File: src/hw/rtl/wnh_pkg.sv
// Shared types, codes and default sizes for the word name histogram.
package wnh_pkg;

    localparam int NAME_COUNT_DEF   = 8;
    localparam int MAX_WORD_LEN_DEF = 16;
    localparam int COUNT_BITS_DEF   = 32;
    localparam int OUT_COUNT_W      = 32;

    // Host command codes carried in a request.
    typedef enum logic [1:0] {
        CMD_WRITE_NAME = 2'd0,
        CMD_TEXT_BYTE  = 2'd1,
        CMD_READ_COUNT = 2'd2,
        CMD_CLEAR_ALL  = 2'd3
    } cmd_t;

    // Operation that travels down the cell chain.
    typedef enum logic [2:0] {
        OP_NONE   = 3'd0,
        OP_WRITE  = 3'd1,
        OP_LETTER = 3'd2,
        OP_END    = 3'd3,
        OP_READ   = 3'd4,
        OP_CLEAR  = 3'd5
    } op_t;

    typedef struct packed {
        logic [1:0] command;
        logic [2:0] slot;
        logic [3:0] position;
        logic [7:0] char_code;
    } req_t;

    typedef struct packed {
        logic [31:0] count_value;
        logic [2:0]  slot_echo;
    } rsp_t;

    // Control group handed from stage to stage.
    typedef struct packed {
        op_t        op;
        logic       end_ok;
        logic [2:0] slot;
        logic [3:0] position;
        logic [7:0] char_code;
    } chain_ctrl_t;

    function automatic logic is_letter(input logic [7:0] c);
        return ((c >= 8'h41) && (c <= 8'h5A)) || ((c >= 8'h61) && (c <= 8'h7A));
    endfunction

endpackage

File: src/hw/rtl/word_name_histogram.sv
// Top level of the word name histogram: head stage, cell chain, response register.
//
// Usage: requests enter on req_valid/req_ready with req_data. A text byte request
// feeds the word splitter; letters extend the open word, any other byte closes
// it and every table entry whose name equals the word bumps its counter, which
// saturates. Write name requests load one name character, clear requests zero
// all counters, and read requests return one response on rsp_valid/rsp_ready
// carrying the counter and the slot. Only read requests produce a response.
//
// Throughput: one request per cycle, sustained, while no response waits with
// rsp_ready low. Every request walks the chain of NAME_COUNT cells one cell per
// cycle while the chain advances; each cell owns one name entry and updates its
// match flag or counter as the request passes, so requests are seen by every
// cell in order. A read request is captured by the head stage, then passes
// through every cell register in turn and then the response register, which
// drives rsp_valid.
// Stall: the whole chain moves as one; when a response waits and rsp_ready is
// low, the chain holds and req_ready drops. A waiting response never blocks a
// new request in the same cycle that it is taken.
// Reset: all names empty, counters zero, no open word; requests are accepted
// as soon as reset is released, since no response waits.
module word_name_histogram #(
    parameter int NAME_COUNT   = wnh_pkg::NAME_COUNT_DEF,
    parameter int MAX_WORD_LEN = wnh_pkg::MAX_WORD_LEN_DEF,
    parameter int COUNT_BITS   = wnh_pkg::COUNT_BITS_DEF
) (
    input  logic          clk,
    input  logic          rst_n,
    input  logic          req_valid,
    output logic          req_ready,
    input  wnh_pkg::req_t req_data,
    output logic          rsp_valid,
    input  logic          rsp_ready,
    output wnh_pkg::rsp_t rsp_data
);
    import wnh_pkg::*;

    // Word length must hold the limit itself.
    localparam int LEN_W = $clog2(MAX_WORD_LEN + 1);

    logic advance;

    chain_ctrl_t           ctrl_chain  [NAME_COUNT + 1];
    logic [LEN_W-1:0]      len_chain   [NAME_COUNT + 1];
    logic [COUNT_BITS-1:0] count_chain [NAME_COUNT + 1];

    logic                              rsp_valid_reg, rsp_valid_next;
    rsp_t                              rsp_data_reg;
    logic [OUT_COUNT_W+COUNT_BITS-1:0] count_ext;

    // Advance the whole chain whenever the response register is free or drains.
    assign advance   = !rsp_valid_reg || rsp_ready;
    assign req_ready = advance;

    wnh_word_track #(
        .MAX_WORD_LEN (MAX_WORD_LEN),
        .LEN_W        (LEN_W)
    ) u_track (
        .clk     (clk),
        .rst_n   (rst_n),
        .advance (advance),
        .take    (req_valid),
        .req     (req_data),
        .ctrl    (ctrl_chain[0]),
        .len     (len_chain[0])
    );

    // Reads start with a zero count; an out-of-range slot keeps it.
    assign count_chain[0] = '0;

    for (genvar g = 0; g < NAME_COUNT; g++)
    begin : g_cell
        wnh_cell #(
            .CELL_INDEX   (g),
            .MAX_WORD_LEN (MAX_WORD_LEN),
            .COUNT_BITS   (COUNT_BITS),
            .LEN_W        (LEN_W)
        ) u_cell (
            .clk       (clk),
            .rst_n     (rst_n),
            .advance   (advance),
            .ctrl_in   (ctrl_chain[g]),
            .len_in    (len_chain[g]),
            .count_in  (count_chain[g]),
            .ctrl_out  (ctrl_chain[g + 1]),
            .len_out   (len_chain[g + 1]),
            .count_out (count_chain[g + 1])
        );
    end

    // Present the low bits of the counter, zero-extended when it is narrow.
    assign count_ext = {{OUT_COUNT_W{1'b0}}, count_chain[NAME_COUNT]};

    always_comb
    begin
        rsp_valid_next = rsp_valid_reg;
        if (advance)
        begin
            rsp_valid_next = (ctrl_chain[NAME_COUNT].op == OP_READ);
        end
    end

    always_ff @(posedge clk or negedge rst_n)
    begin
        if (!rst_n)
        begin
            rsp_valid_reg <= 1'b0;
        end
        else
        begin
            rsp_valid_reg <= rsp_valid_next;
        end
    end

    // Capture the response payload as it leaves the last cell.
    always_ff @(posedge clk)
    begin
        if (advance)
        begin
            rsp_data_reg.count_value <= count_ext[OUT_COUNT_W-1:0];
            rsp_data_reg.slot_echo   <= ctrl_chain[NAME_COUNT].slot;
        end
    end

    assign rsp_valid = rsp_valid_reg;
    assign rsp_data  = rsp_data_reg;

endmodule

File: src/hw/rtl/wnh_word_track.sv
// Head stage: track the open word and turn requests into chain operations.
module wnh_word_track #(
    parameter int MAX_WORD_LEN = 16,
    parameter int LEN_W        = 5
) (
    input  logic                 clk,
    input  logic                 rst_n,
    input  logic                 advance,
    input  logic                 take,
    input  wnh_pkg::req_t        req,
    output wnh_pkg::chain_ctrl_t ctrl,
    output logic [LEN_W-1:0]     len
);
    import wnh_pkg::*;

    logic [LEN_W-1:0] word_len_reg, word_len_next;
    logic             too_long_reg, too_long_next;
    chain_ctrl_t      ctrl_reg, ctrl_next;
    logic [LEN_W-1:0] len_reg, len_next;

    always_comb
    begin
        word_len_next       = word_len_reg;
        too_long_next       = too_long_reg;
        ctrl_next           = ctrl_reg;
        len_next            = len_reg;
        if (advance)
        begin
            ctrl_next.op        = OP_NONE;
            ctrl_next.end_ok    = 1'b0;
            ctrl_next.slot      = req.slot;
            ctrl_next.position  = req.position;
            ctrl_next.char_code = req.char_code;
            len_next            = word_len_reg;
            if (take)
            begin
                unique case (cmd_t'(req.command))
                    CMD_WRITE_NAME: ctrl_next.op = OP_WRITE;
                    CMD_TEXT_BYTE:
                    begin
                        if (is_letter(req.char_code))
                        begin
                            // Past the limit: mark the word dead and send nothing.
                            if (too_long_reg || (32'(word_len_reg) >= MAX_WORD_LEN))
                            begin
                                too_long_next = 1'b1;
                            end
                            else
                            begin
                                ctrl_next.op  = OP_LETTER;
                                word_len_next = word_len_reg + LEN_W'(1);
                            end
                        end
                        else
                        begin
                            ctrl_next.op     = OP_END;
                            ctrl_next.end_ok = (word_len_reg != '0) && !too_long_reg;
                            word_len_next    = '0;
                            too_long_next    = 1'b0;
                        end
                    end
                    CMD_READ_COUNT: ctrl_next.op = OP_READ;
                    CMD_CLEAR_ALL:  ctrl_next.op = OP_CLEAR;
                    default:        ctrl_next.op = OP_NONE;
                endcase
            end
        end
    end

    always_ff @(posedge clk or negedge rst_n)
    begin
        if (!rst_n)
        begin
            word_len_reg <= '0;
            too_long_reg <= 1'b0;
            ctrl_reg     <= '{op: OP_NONE, default: '0};
        end
        else
        begin
            word_len_reg <= word_len_next;
            too_long_reg <= too_long_next;
            ctrl_reg     <= ctrl_next;
        end
    end

    always_ff @(posedge clk)
    begin
        len_reg <= len_next;
    end

    assign ctrl = ctrl_reg;
    assign len  = len_reg;

endmodule

File: src/hw/rtl/wnh_cell.sv
// One chain cell: a name entry, its match flag and its saturating counter.
module wnh_cell #(
    parameter int CELL_INDEX   = 0,
    parameter int MAX_WORD_LEN = 16,
    parameter int COUNT_BITS   = 32,
    parameter int LEN_W        = 5
) (
    input  logic                  clk,
    input  logic                  rst_n,
    input  logic                  advance,
    input  wnh_pkg::chain_ctrl_t  ctrl_in,
    input  logic [LEN_W-1:0]      len_in,
    input  logic [COUNT_BITS-1:0] count_in,
    output wnh_pkg::chain_ctrl_t  ctrl_out,
    output logic [LEN_W-1:0]      len_out,
    output logic [COUNT_BITS-1:0] count_out
);
    import wnh_pkg::*;

    localparam int IDX_W = $clog2(MAX_WORD_LEN);

    logic [7:0]            name_reg [MAX_WORD_LEN];
    logic                  match_reg, match_next;
    logic [COUNT_BITS-1:0] cnt_reg, cnt_next;
    chain_ctrl_t           ctrl_reg;
    logic [LEN_W-1:0]      len_reg;
    logic [COUNT_BITS-1:0] pass_reg, pass_next;

    logic             hit;
    logic             wr_en;
    logic [IDX_W-1:0] wr_idx;
    logic [7:0]       rd_char;
    logic             at_limit;

    assign hit      = (32'(ctrl_in.slot) == CELL_INDEX);
    assign wr_idx   = IDX_W'(ctrl_in.position);
    assign wr_en    = advance && (ctrl_in.op == OP_WRITE) && hit &&
                      (32'(ctrl_in.position) < MAX_WORD_LEN);
    assign at_limit = (32'(len_in) >= MAX_WORD_LEN);
    assign rd_char  = at_limit ? 8'h00 : name_reg[len_in[IDX_W-1:0]];

    always_comb
    begin
        match_next = match_reg;
        cnt_next   = cnt_reg;
        pass_next  = count_in;
        case (ctrl_in.op)
            OP_LETTER:
            begin
                if (rd_char != ctrl_in.char_code)
                begin
                    match_next = 1'b0;
                end
            end
            OP_END:
            begin
                if (ctrl_in.end_ok && match_reg && (at_limit || (rd_char == 8'h00)) &&
                    !(&cnt_reg))
                begin
                    cnt_next = cnt_reg + COUNT_BITS'(1);
                end
                match_next = 1'b1;
            end
            OP_READ:
            begin
                if (hit)
                begin
                    pass_next = cnt_reg;
                end
            end
            OP_CLEAR: cnt_next = '0;
            default:  ;
        endcase
    end

    always_ff @(posedge clk or negedge rst_n)
    begin
        if (!rst_n)
        begin
            match_reg <= 1'b1;
            cnt_reg   <= '0;
            ctrl_reg  <= '{op: OP_NONE, default: '0};
            for (int i = 0; i < MAX_WORD_LEN; i++)
            begin
                name_reg[i] <= 8'h00;
            end
        end
        else if (advance)
        begin
            match_reg <= match_next;
            cnt_reg   <= cnt_next;
            ctrl_reg  <= ctrl_in;
            if (wr_en)
            begin
                name_reg[wr_idx] <= ctrl_in.char_code;
            end
        end
    end

    always_ff @(posedge clk)
    begin
        if (advance)
        begin
            len_reg  <= len_in;
            pass_reg <= pass_next;
        end
    end

    assign ctrl_out  = ctrl_reg;
    assign len_out   = len_reg;
    assign count_out = pass_reg;

endmodule
File: config.mk
export PLATFORM = sky130hd
export DESIGN_NAME = word_name_histogram
export DESIGN_NICKNAME = d
export VERILOG_FILES = /design/src/hw/rtl/wnh_pkg.sv /design/src/hw/rtl/word_name_histogram.sv /design/src/hw/rtl/wnh_word_track.sv /design/src/hw/rtl/wnh_cell.sv
export SDC_FILE = /design/constraint.sdc
export NUM_CORES = 2
export LEC_CHECK = 0
export BUFFER_PORTS_ARGS = -buffer_cell sky130_fd_sc_hd__buf_2
export CAP_MARGIN = 15
export CORE_ASPECT_RATIO = 1.4
export CORE_MARGIN = 2
export CORE_UTILIZATION = 25
export CTS_CLUSTER_DIAMETER = 50
export DETAILED_ROUTE_END_ITERATION = 8
export SYNTH_ARGS = -nofsm -noshare
export SYNTH_HDL_FRONTEND = slang
export SYNTH_SLANG_ARGS = --single-unit
File: constraint.sdc
create_clock -name clk -period 18.5 [get_ports clk]
set_clock_uncertainty 0.05 [all_clocks]
set_input_delay 1.85 -clock clk [delete_from_list [all_inputs] [get_ports clk]]
set_output_delay 1.85 -clock clk [all_outputs]
set_load 0.005 [all_outputs]
==> flow_metrics.py <==
metrics = {
    "clock_tree": {
        "cts_setup_buffers": 0,
        "path_clk_slew_ps": 60,
        "cts_resized": 0,
        "cts_buffers": 208,
        "cts_tree": "done",
        "cts_hold_buf": 0,
        "cts_htree_levels": 4,
        "cts.path.max_buffers": 3,
        "root_buffer": "clkbuf_16",
        "cts.sinks": 1784,
        "clock_latency_ps": 880,
    },
    "detailed_routing": {
        "wl_per_cell_um": 18.1,
        "vias": 52716,
        "vias_per_cell": 4.77,
        "wirelength_mm": 200,
        "final_antenna_net_count": 0,
        "firstDrtPassIters": 5,
        "drc": 0,
        "drtIter0Drc": 4438,
    },
    "cells_and_area": {
        "finish.instance_area_um2": 94300,
        "nFillCells": 33140,
        "multi_input_area_um2": 34200,
        "layout.cells.non_filler": 11055,
        "final_util": 0.287,
        "layout_common_cells": "1445 x dfrtp_1, 1233 x mux2_2, 808 x nand2_1, 331 x edfxtp_1, 259 x nor2_1",
        "largest_reg_flops": 1024,
        "regArea_um2": 46300,
        "drive_above_1_share": 0.290,
        "nNetsFinal": 6511,
        "final_common_cell": "dfrtp_1",
        "synthToLayoutAreaGrowth_pct": 14.5,
    },
    "critical_path": {
        "critPathMaxFanout": 181,
        "slowest_delay_ps": 720,
        "start_kind": "primary input",
        "cp.required_ps": 16600,
        "cp_cell_sequence": "buf_2 -> nor2b_4 -> inv_8 -> buf_12 -> buf_2",
        "path_class": "primary input to output port",
        "crit_slowest_cell": "buf_12",
        "arrival_ps": 3720,
        "crit_top_cell": "buf_2",
        "end_kind": "output port",
    },
    "sta": {
        "hold_ws_ps": 365,
        "max_freq_mhz": 178,
        "worst-slew-pin-transition_ps": 1140,
        "rsz0062_at_grt": "no",
        "slew_headroom": 0.235,
        "hold_violations": 0,
        "slew_viol_final": 0,
        "layout_setup_ws_ps": 12880,
        "min_period_over_period": 0.304,
        "tns_ps": 0,
        "finalSetupViolCount": 0,
        "min_period_ps": 5620,
    },
    "global_routing": {
        "first_global_vias": 54629,
        "grt_max_degree": 200,
        "overflow": 0,
        "antenna_found_initial": 1,
        "grt_use_total": 0.118,
        "grt_pass1_wl_mm": 319,
    },
    "floorplan": {
        "die_h_um": 683,
        "fp.coreArea_um2": 328000,
        "io_pins": 58,
        "die_area_um2": 334000,
        "die_w_um": 489,
        "rows": 249,
        "initial_utilization": 0.251,
    },
    "place": {
        "dp_slack_ps": 11880,
        "placed_area_um2": 87200,
        "hpwl_mm": 133,
        "gp_congestion": 0.875,
        "dpl.cell_count": 10655,
        "io_buffers": 57,
    },
    "yosys": {
        "synth_edf_count": 331,
        "synth_area_per_cell_um2": 12.6,
        "seq_area_frac_synth": 0.563,
        "synth_compound_area_frac": 0.0631,
        "synth_top_family_by_area": "multiplexers",
        "ys_seq_elements": 1784,
        "synth_flop_cell": "dfrtp_1",
        "synthesis.nets": 6580,
        "ys_types": 79,
        "synthXorXnorAreaFrac": 0.00692,
        "yosysWarnings": 0,
        "synthMuxAreaShare": 0.241,
        "synth_fa_ha_area_frac": 0.00152,
        "netlist_area_um2": 82300,
        "async_flop_share": 0.814,
        "synth-simple-area-share": 0.102,
        "synth_cells": 6549,
    },
    "run_status": {
        "outcome": "finished clean",
    },
    "run": {
        "max_cap_viol_count": 0,
    },
    "power_and_ir_drop": {
        "ir_drop_mv": 0.101,
        "power_leakage_nw": 41.3,
        "power_mw": 12.8,
        "power_density_nw_per_um2": 136,
    },
    "min_path": {
        "hold_class": "flop to flop",
    },
}
==> power by group <==
part	switching (mW)	internal, mW
clock	1.73	2.34
combinational	1.54	1.25
sequential	0.960	4.96
==> metal layers <==
| metal | wire length [um] | global-route usage | vias up | part of all wire |
|---|---|---|---|---|
| met3 | 8070 | 0.0171 | 440 | 0.040 |
| met2 | 101000 | 0.207 | 1336 | 0.51 |
| li1 | - | - | 23859 | - |
| met5 | 0 | 0 | - | 0 |
| met1 | 83600 | 0.146 | 27081 | 0.42 |
| met4 | 7520 | 0.0460 | 0 | 0.038 |
==> synth_stat cells, drive strengths merged (11+ instances only) <==
cell | instances | area (um^2)
inv | 47 | 176
nand3 | 192 | 961
a31oi | 102 | 638
or3 | 25 | 156
clkbuf | 302 | 1130
and4 | 13 | 114
mux4 | 151 | 3400
o41ai | 13 | 114
o21ai | 219 | 1100
edfxtp | 331 | 9940
nand4 | 73 | 457
o211ai | 45 | 338
nand2b | 36 | 225
nand3b | 23 | 173
a32oi | 11 | 96.3
nand2 | 809 | 3040
or4 | 23 | 173
xor2 | 33 | 289
o31ai | 43 | 323
nor4 | 37 | 259
dfrtp | 1445 | 36200
buf | 121 | 544
nor3 | 87 | 445
mux2i | 255 | 2550
a22oi | 89 | 668
nor2 | 259 | 972
nor2b | 47 | 294
o22a | 48 | 420
xnor2 | 32 | 280
and3 | 59 | 369
or2 | 21 | 131
a21oi | 86 | 430
mux2 | 1233 | 13900
o22ai | 16 | 100
and2 | 68 | 425
a41oi | 14 | 123
==> cell families (layout without fill, tap and decap cells) <==
logic type               Yosys count  in the layout
other                              0              1
AND/OR/NAND/NOR                 1798           1798
flip-flops                      1784           1784
adder cells (fa/ha/maj)           10             10
XOR/XNOR                          65             65
buffers and inverters            472            585
AO/OA/AOI/OAI                    781            781
multiplexers                    1639           1639
==> final timing paths <==
check	start	end	slack [ps]	depth (start not counted)
min in group asynchronous	rst_n	g_cell[7].u_cell.name_reg[127]	1000	1
min reg2reg	g_cell[7].u_cell.count_out[25]	rsp_data[28]	370	0
max in group asynchronous	rst_n	g_cell[3].u_cell.name_reg[26]	12970	5
max	rsp_ready	req_ready	12880	5
max reg2reg	u_track.len[2]	g_cell[0].u_cell.cnt_reg[4]	13490	9
min	g_cell[7].u_cell.count_out[25]	rsp_data[28]	370	0
==> final cells by class <==
cell class              count  area share
repair buffers            144      0.0111
diodes                      1   0.0000265
clock inverters            98      0.0119
well taps                4392      0.0583
inverters                  49     0.00203
flip-flops and latches   1784       0.491
clock buffers             294      0.0624
multi-input cells        4293       0.363
==> critical path: cells and delay by family <==
kind / cells / cell delay, ps
buffers and inverters: 4 / 1540
AND/OR/NAND/NOR: 1 / 100
(Power assumes the default switching activity.)
